File: config.mk
export PLATFORM = sky130hd
export DESIGN_NAME = paged_bump_allocator
export DESIGN_NICKNAME = d
export VERILOG_FILES = /design/src/rtl/pba_pkg.sv /design/src/rtl/paged_bump_allocator.sv /design/src/rtl/pba_ram.sv
export VERILOG_INCLUDE_DIRS = /design/src /design/src/rtl
export SDC_FILE = /design/constraint.sdc
export NUM_CORES = 1
export LEC_CHECK = 0
export BUFFER_PORTS_ARGS = -buffer_cell sky130_fd_sc_hd__buf_2
export CAP_MARGIN = 0
export CORE_MARGIN = 2
export CORE_UTILIZATION = 45
export CTS_CLUSTER_SIZE = 40
export DETAILED_ROUTE_END_ITERATION = 10
export PLACE_DENSITY = 0.63
export SYNTH_ARGS = -nofsm -noshare
export SYNTH_HDL_FRONTEND = slang
export SYNTH_SLANG_ARGS = --single-unit
File: constraint.sdc
create_clock -name clk -period 8.1 [get_ports clk]
set_input_delay 1.215 -clock clk [delete_from_list [all_inputs] [get_ports clk]]
set_output_delay 1.215 -clock clk [all_outputs]
set_load 0.02 [all_outputs]
File: src/rtl/paged_bump_allocator_macros.svh
// ----------------------------------------------------------------------------
// paged bump allocator assertion macros
// shared property forms for the allocator checks
// ----------------------------------------------------------------------------
`ifndef PAGED_BUMP_ALLOCATOR_MACROS_SVH
`define PAGED_BUMP_ALLOCATOR_MACROS_SVH

// same-cycle implication
`define PBA_ASSERT_IMP(label, ante, cons, msg) \
	label: assert property (@(posedge clk) disable iff (!arst_n) (ante) |-> (cons)) \
		else $error(msg);

// next-cycle implication
`define PBA_ASSERT_NXT(label, ante, cons, msg) \
	label: assert property (@(posedge clk) disable iff (!arst_n) (ante) |=> (cons)) \
		else $error(msg);

`endif

File: src/rtl/pba_pkg.sv
// ----------------------------------------------------------------------------
// pba_pkg
// types and constants shared by the paged bump allocator
// ----------------------------------------------------------------------------
package pba_pkg;

	localparam int MAX_PAGES = 16;
	localparam int PAGE_W    = (MAX_PAGES > 1) ? $clog2(MAX_PAGES) : 1;
	localparam int CNT_W     = $clog2(MAX_PAGES + 1);

	localparam logic [0:0] OP_ALLOC = 1'b0;
	localparam logic [0:0] OP_RESET = 1'b1;

	localparam logic [1:0] STATUS_OK        = 2'd0;
	localparam logic [1:0] STATUS_TOO_LARGE = 2'd1;
	localparam logic [1:0] STATUS_NO_PAGE   = 2'd2;

	localparam logic [0:0] REG_PAGE_SIZE     = 1'b0;
	localparam logic [0:0] REG_TRIM_INTERVAL = 1'b1;

	localparam logic [31:0] PAGE_SIZE_RESET     = 32'd2097152;
	localparam logic [15:0] TRIM_INTERVAL_RESET = 16'd64;

	typedef struct packed {
		logic [0:0]  opcode;
		logic [31:0] request_size;
		logic [4:0]  align_log2;
	} pba_cmd_t;

	typedef struct packed {
		logic [1:0]  status;
		logic [3:0]  page_index;
		logic [31:0] byte_offset;
		logic [31:0] granted_size;
		logic [4:0]  pages_in_use;
	} pba_result_t;

endpackage

File: src/rtl/paged_bump_allocator.sv
// ----------------------------------------------------------------------------
// paged_bump_allocator
// a reset request or an oversized allocate gives done straight from the prep state
// an allocate that fits the current page gives done from the current-page check
// otherwise the scan reads one page fill per cycle until a page fits or all are read
// one command at a time; a new start is taken in the cycle done is shown
// arst_n empties all pages and sets the counters and config registers to their reset values
// ----------------------------------------------------------------------------
`include "paged_bump_allocator_macros.svh"

module paged_bump_allocator
	import pba_pkg::*;
(
	input  logic        clk,
	input  logic        arst_n,
	input  logic        start,
	output logic        busy,
	input  pba_cmd_t    cmd,
	output logic        done,
	output pba_result_t result,
	input  logic        cfg_valid,
	output logic        cfg_ready,
	input  logic [0:0]  cfg_index,
	input  logic [31:0] cfg_data
);

	localparam logic [1:0] ST_IDLE = 2'd0;
	localparam logic [1:0] ST_PREP = 2'd1;
	localparam logic [1:0] ST_CUR  = 2'd2;
	localparam logic [1:0] ST_SCAN = 2'd3;

	logic [1:0]           state_q;
	logic [31:0]          page_size_q;
	logic [15:0]          trim_q;
	logic [CNT_W-1:0]     page_count_q;
	logic [PAGE_W-1:0]    current_q;
	logic [PAGE_W-1:0]    highest_q;
	logic [15:0]          tally_q;
	logic [MAX_PAGES-1:0] fill_vld_q;
	logic                 done_q;
	logic                 chk_vld_s1;

	pba_cmd_t             cmd_q;
	logic [32:0]          granted_q;
	logic [32:0]          amask_q;
	logic [31:0]          limit_q;
	logic [CNT_W-1:0]     scan_addr_q;
	logic [PAGE_W-1:0]    chk_idx_s1;
	logic                 rd_vld_s1;
	pba_result_t          result_q;

	logic                 start_ok;
	logic [32:0]          amask_in;
	logic                 too_large;
	logic                 cur_open;
	logic                 scan_more;
	logic                 pool_full;
	logic [31:0]          ram_rdata;
	logic [31:0]          fill;
	logic [32:0]          off;
	logic                 fit;
	logic [PAGE_W-1:0]    hu_max;
	logic [15:0]          tally_nx;
	logic                 trim_now;
	logic [CNT_W-1:0]     trim_cap;
	logic [CNT_W-1:0]     reset_count;

	logic                 rd_en;
	logic [PAGE_W-1:0]    rd_addr;
	logic                 wr_en;
	logic [PAGE_W-1:0]    wr_addr;
	logic [31:0]          wr_data;

	assign busy      = (state_q != ST_IDLE);
	assign start_ok  = start && !busy;
	assign cfg_ready = 1'b1;
	assign done      = done_q;
	assign result    = result_q;

	assign amask_in  = (33'd1 << cmd.align_log2) - 33'd1;
	assign too_large = granted_q > {1'b0, page_size_q};
	assign cur_open  = CNT_W'(current_q) < page_count_q;
	assign scan_more = scan_addr_q < page_count_q;
	assign pool_full = page_count_q == CNT_W'(MAX_PAGES);

	// entries never written since the last clear read as empty
	assign fill = rd_vld_s1 ? ram_rdata : 32'd0;
	assign off  = ({1'b0, fill} + amask_q) & ~amask_q;
	assign fit  = off <= {1'b0, limit_q};

	assign hu_max      = (current_q > highest_q) ? current_q : highest_q;
	assign tally_nx    = tally_q + 16'd1;
	assign trim_now    = tally_nx == trim_q;
	assign trim_cap    = CNT_W'(hu_max) + CNT_W'(1);
	assign reset_count = (trim_now && (page_count_q > trim_cap)) ? trim_cap : page_count_q;

	always_comb begin
		rd_en   = 1'b0;
		rd_addr = '0;
		wr_en   = 1'b0;
		wr_addr = '0;
		wr_data = '0;
		case (state_q)
			ST_PREP: begin
				if (cmd_q.opcode == OP_ALLOC && !too_large && cur_open) begin
					rd_en   = 1'b1;
					rd_addr = current_q;
				end
			end
			ST_CUR: begin
				if (fit) begin
					wr_en   = 1'b1;
					wr_addr = current_q;
					wr_data = off[31:0] + granted_q[31:0];
				end
			end
			ST_SCAN: begin
				if (chk_vld_s1 && fit) begin
					wr_en   = 1'b1;
					wr_addr = chk_idx_s1;
					wr_data = off[31:0] + granted_q[31:0];
				end else if (scan_more) begin
					rd_en   = 1'b1;
					rd_addr = scan_addr_q[PAGE_W-1:0];
				end else if (!pool_full) begin
					wr_en   = 1'b1;
					wr_addr = page_count_q[PAGE_W-1:0];
					wr_data = granted_q[31:0];
				end
			end
			default: begin
			end
		endcase
	end

	pba_ram #(
		.WIDTH (32),
		.DEPTH (MAX_PAGES)
	) u_fill_ram (
		.clk     (clk),
		.wr_en   (wr_en),
		.wr_addr (wr_addr),
		.wr_data (wr_data),
		.rd_en   (rd_en),
		.rd_addr (rd_addr),
		.rd_data (ram_rdata)
	);

	// control state
	always_ff @(posedge clk or negedge arst_n) begin
		if (!arst_n) begin
			state_q      <= ST_IDLE;
			page_size_q  <= PAGE_SIZE_RESET;
			trim_q       <= TRIM_INTERVAL_RESET;
			page_count_q <= '0;
			current_q    <= '0;
			highest_q    <= '0;
			tally_q      <= '0;
			fill_vld_q   <= '0;
			done_q       <= 1'b0;
			chk_vld_s1   <= 1'b0;
		end else begin
			done_q     <= 1'b0;
			chk_vld_s1 <= 1'b0;
			if (cfg_valid && cfg_ready) begin
				case (cfg_index)
					REG_PAGE_SIZE:     page_size_q <= cfg_data;
					REG_TRIM_INTERVAL: trim_q <= cfg_data[15:0];
					default: begin
					end
				endcase
			end
			if (wr_en) begin
				fill_vld_q[wr_addr] <= 1'b1;
			end
			case (state_q)
				ST_IDLE: begin
					if (start_ok) begin
						state_q <= ST_PREP;
					end
				end
				ST_PREP: begin
					if (cmd_q.opcode == OP_RESET) begin
						fill_vld_q   <= '0;
						page_count_q <= reset_count;
						current_q    <= '0;
						if (trim_now) begin
							tally_q   <= '0;
							highest_q <= '0;
						end else begin
							tally_q   <= tally_nx;
							highest_q <= hu_max;
						end
						done_q  <= 1'b1;
						state_q <= ST_IDLE;
					end else if (too_large) begin
						done_q  <= 1'b1;
						state_q <= ST_IDLE;
					end else if (cur_open) begin
						state_q <= ST_CUR;
					end else begin
						state_q <= ST_SCAN;
					end
				end
				ST_CUR: begin
					if (fit) begin
						done_q  <= 1'b1;
						state_q <= ST_IDLE;
					end else begin
						state_q <= ST_SCAN;
					end
				end
				ST_SCAN: begin
					if (chk_vld_s1 && fit) begin
						highest_q <= hu_max;
						current_q <= chk_idx_s1;
						done_q    <= 1'b1;
						state_q   <= ST_IDLE;
					end else if (scan_more) begin
						chk_vld_s1 <= 1'b1;
					end else begin
						if (!pool_full) begin
							current_q    <= page_count_q[PAGE_W-1:0];
							page_count_q <= page_count_q + CNT_W'(1);
						end
						done_q  <= 1'b1;
						state_q <= ST_IDLE;
					end
				end
				default: begin
					state_q <= ST_IDLE;
				end
			endcase
		end
	end

	// command payload, scan pointers and result beat
	always_ff @(posedge clk) begin
		if (start_ok) begin
			cmd_q     <= cmd;
			amask_q   <= amask_in;
			granted_q <= ({1'b0, cmd.request_size} + amask_in) & ~amask_in;
		end
		if (rd_en) begin
			rd_vld_s1  <= fill_vld_q[rd_addr];
			chk_idx_s1 <= rd_addr;
		end
		case (state_q)
			ST_PREP: begin
				limit_q     <= page_size_q - granted_q[31:0];
				scan_addr_q <= '0;
				result_q    <= '0;
				if (cmd_q.opcode == OP_RESET) begin
					result_q.pages_in_use <= 5'(reset_count);
				end else begin
					result_q.status       <= STATUS_TOO_LARGE;
					result_q.pages_in_use <= 5'(page_count_q);
				end
			end
			ST_CUR: begin
				scan_addr_q           <= '0;
				result_q.status       <= STATUS_OK;
				result_q.page_index   <= 4'(current_q);
				result_q.byte_offset  <= off[31:0];
				result_q.granted_size <= granted_q[31:0];
				result_q.pages_in_use <= 5'(page_count_q);
			end
			ST_SCAN: begin
				if (chk_vld_s1 && fit) begin
					result_q.status       <= STATUS_OK;
					result_q.page_index   <= 4'(chk_idx_s1);
					result_q.byte_offset  <= off[31:0];
					result_q.granted_size <= granted_q[31:0];
					result_q.pages_in_use <= 5'(page_count_q);
				end else if (scan_more) begin
					scan_addr_q <= scan_addr_q + CNT_W'(1);
				end else if (pool_full) begin
					result_q              <= '0;
					result_q.status       <= STATUS_NO_PAGE;
					result_q.pages_in_use <= 5'(page_count_q);
				end else begin
					result_q.status       <= STATUS_OK;
					result_q.page_index   <= 4'(page_count_q[PAGE_W-1:0]);
					result_q.byte_offset  <= '0;
					result_q.granted_size <= granted_q[31:0];
					result_q.pages_in_use <= 5'(page_count_q + CNT_W'(1));
				end
			end
			default: begin
			end
		endcase
	end

	`PBA_ASSERT_NXT(a_start_busy, start_ok, busy, "accepted command did not raise busy")
	`PBA_ASSERT_NXT(a_done_single, done, !done, "result beat lasted more than one cycle")
	`PBA_ASSERT_IMP(a_count_bound, 1'b1, page_count_q <= CNT_W'(MAX_PAGES), "page count overflow")
	`PBA_ASSERT_IMP(a_err_zero, done && (result.status != STATUS_OK),
		(result.byte_offset == 32'd0) && (result.granted_size == 32'd0),
		"error beat carries an allocation")

endmodule

File: src/rtl/pba_ram.sv
// ----------------------------------------------------------------------------
// pba_ram
// generic simple dual-port ram with registered read
// ----------------------------------------------------------------------------
module pba_ram #(
	parameter int WIDTH = 32,
	parameter int DEPTH = 16
) (
	input  logic                                   clk,
	input  logic                                   wr_en,
	input  logic [((DEPTH > 1) ? $clog2(DEPTH) : 1)-1:0] wr_addr,
	input  logic [WIDTH-1:0]                       wr_data,
	input  logic                                   rd_en,
	input  logic [((DEPTH > 1) ? $clog2(DEPTH) : 1)-1:0] rd_addr,
	output logic [WIDTH-1:0]                       rd_data
);

	logic [WIDTH-1:0] mem_q [DEPTH];

	always_ff @(posedge clk) begin
		if (wr_en) begin
			mem_q[wr_addr] <= wr_data;
		end
		if (rd_en) begin
			rd_data <= mem_q[rd_addr];
		end
	end

endmodule

==> results_dict.tcl <==
set metrics [dict create \
    status "complete, no violations" \
    critPathLaunch "rd_vld_s1$_DFFE_PP_" \
    ctsHoldBuffers 0 \
    maxCapViolations 0 \
    antenna_found_initial 3 \
    numCtsBuffers 88 \
    period_share 0.939 \
    grtUsageMet2 0.399 \
    crit_slowest_cell "edfxtp_1" \
    irDropWorstVdd_uv 215 \
    clkLatencyLatePin_ps 690 \
    yosysTopAreaCell "edfxtp_1" \
    post-place-ws_ps -66.6 \
    power_density_nw_per_um2 320 \
    yosysSeqAreaShare 0.588 \
    r2r-end "u_fill_ram.mem_q[7][11]$_DFFE_PP_" \
    syn_area_per_cell_sq_um 11.4 \
    ys_warn_count 0 \
    die-area_sq_um 94300 \
    first_global_vias 28800 \
    drive_above_1_share 0.128 \
    final_core_util 0.518 \
    htreeDepth 3 \
    grt_pass1_wl_mm 182 \
    synth_edf_count 728 \
    final.setup.tns_ps 0 \
    grt.met3_usage 0.0511 \
    syn_inst 3638 \
    fillers 8069 \
    crit_path_end "u_fill_ram.mem_q[7][11]$_DFFE_PP_" \
    fin_skew_ps 79.6 \
    cts_root_buf "clkbuf_16" \
    hold_ws_ps 489 \
    crit_path_max_fanout 16 \
    clk_path_buf_depth 3 \
    async_flop_share 0.118 \
    grtUsageTotal 0.259 \
    worstPathRequired_ps 8430 \
    mappedNetlistArea_sq_um 41300 \
    vias_per_cell 5.87 \
    drt-pass1-iter-count 5 \
    vias 29900 \
    ys_seq_elements 825 \
    area_growth_pct 14.6 \
    initial_utilization 0.452 \
    hold_class "reg2reg" \
    ys.flop_type "edfxtp_1" \
    nets 4132 \
    wl_mm 123 \
    rows 111 \
    synth_area_leaders "edfxtp_1, ha_1, dfrtp_1, nand2_1, nand3_1" \
    die_x_microns 307 \
    critical_path_class "reg2reg" \
    grtUsageMet1 0.364 \
    r2r_cells 27 \
    cts_tree "done" \
    fin_ws_ps 493 \
    cpPeakStageDelay_ps 500 \
    core_sq_um 91400 \
    endpoint_kind "flip-flop" \
    start_kind "flip-flop" \
    clk_pin_slew_worst_paths_ps 60 \
    hold_viol 0 \
    fmax_mhz 131 \
    layout_min_cycle_time_ps 7610 \
    drtIter0Drc 3433 \
    die_y_microns 307 \
    rsz0062_at_grt "no" \
    clock-sinks 825 \
    r2r_start "rd_vld_s1$_DFFE_PP_" \
    r2r_slack_ps 490 \
    grt-busiest-layer "met2" \
    synth.distinct_cells 101 \
    route.antenna.remaining_nets 0 \
    drv_slew 0 \
    place_hpwl_mm 83.3 \
    relSlewSlack 0.310 \
    pin_count 153 \
    final-setup-viol-count 0 \
    gp_congestion 0.942 \
    grt_max_degree 111 \
    overflow 0 \
    wire_per_inst_microns 24.1 \
    synth_top_area_frac 0.529 \
    cp.arrival_ps 7940 \
    tightest_slew_ps 1030 \
    port-buffer-count 151 \
    drcViolationCount 0 \
    leakagePower_nw 18.4 \
]
-- layer usage --
metal  up-vias  part of all wire
li1      13800                 -
met1     14800              0.43
met2      1169              0.45
met3       224             0.081
met4         4             0.036
met5         -           0.00020
-- where the power goes --
group,switching [mW],internal (mW)
Combinational,3.32,1.79
Clock,1.76,2.34
Sequential,0.370,5.56
-- cell families (layout without fill, tap and decap cells) --
logic type      count (synthesis)  after routing  share of synthesized area
flops                         825            825                      0.588
other cells                     2              4                   0.000182
mux                            57             57                     0.0145
fa+ha+maj                     217            217                     0.0664
compound gates                799            799                      0.129
buf+inv                       326            598                     0.0318
simple gates                 1283           1283                      0.143
xor+xnor                      129            129                     0.0273
-- synth_stat cells, drive strengths merged (58+ instances only) --
| cell type | number |
|---|---|
| a21oi | 177 |
| a31oi | 68 |
| buf | 69 |
| clkbuf | 90 |
| dfrtp | 95 |
| edfxtp | 728 |
| ha | 213 |
| inv | 165 |
| nand2 | 550 |
| nand3 | 195 |
| nor2 | 208 |
| nor2b | 60 |
| nor3 | 58 |
| o21ai | 180 |
| xnor2 | 84 |
-- cells in the final DEF, fill, tap and decap left out, drive strengths merged, types with 60 or more instances in the layout --
cell,netlist,layout
a21oi,177,177
a31oi,68,68
buf,69,269
clkbuf,90,111
dfrtp,95,95
edfxtp,728,728
ha,213,213
inv,165,168
nand2,550,550
nand3,195,195
nor2,208,208
nor2b,60,60
o21ai,180,180
xnor2,84,84
-- timing repair --
action / 4_1_cts / 5_1_grt
hold endpoints to repair: 0 / 0
resized for setup: 0 / 14
gates cloned: 0 / 0
pin swaps: 2 / 3
setup buffers: 5 / 9
setup endpoints to repair: 53 / 1024
-- cell type report --
type | instances | area, sq um | area share
sequential | 825 | 24300 | 0.513
multi-input combinational | 2488 | 16000 | 0.337
clock buffer | 110 | 2320 | 0.0489
timing repair buffer | 270 | 2040 | 0.0431
tap | 1186 | 1480 | 0.0313
inverter | 167 | 634 | 0.0134
clock inverter | 51 | 624 | 0.0132
antenna | 1 | 2.50 | 0.0000528
-- worst min path at each step --
| stage | slack, ps | to | from | cells past startpoint |
|---|---|---|---|---|
| after global routing | 510 | fill_vld_q[14]$_DFF_PN0_ | fill_vld_q[14]$_DFF_PN0_ | 1 |
| final | 490 | fill_vld_q[14]$_DFF_PN0_ | fill_vld_q[14]$_DFF_PN0_ | 1 |
| after detailed placement | 480 | fill_vld_q[2]$_DFF_PN0_ | fill_vld_q[2]$_DFF_PN0_ | 1 |
| after floorplan | 460 | fill_vld_q[10]$_DFF_PN0_ | fill_vld_q[10]$_DFF_PN0_ | 1 |
| after global placement | 470 | fill_vld_q[9]$_DFF_PN0_ | fill_vld_q[9]$_DFF_PN0_ | 1 |
| after CTS | 490 | fill_vld_q[2]$_DFF_PN0_ | fill_vld_q[2]$_DFF_PN0_ | 1 |
-- registers in the layout (all words and copies together) (netlist names), 32 cells and up --
signal and flops:
u_fill_ram.mem_q 512, result 75, amask_q 33, granted_q 33, limit_q 32, page_size_q 32
u_fill_ram.rd_data 32
-- per-stage QoR --
step	std cells	power [mW]	instance area [sq um]
detailed placement	4922	11.0	44200
CTS	5088	15.1	47200
floorplan	3639	9.27	41300
global route	5097	15.9	47400
global placement	4922	11.0	44200
finish	5098	15.2	47400
-- worst max-delay path, delay by kind of cell (launching register included) --
family / cells / cell delay [ps]
AO/OA/AOI/OAI: 13 / 3280
AND/OR/NAND/NOR: 9 / 1930
adder cells (fa/ha/maj): 2 / 750
buffers and inverters: 2 / 560
flip-flops: 1 / 500
XOR/XNOR: 1 / 230
Power figures use the tool's default switching activity.
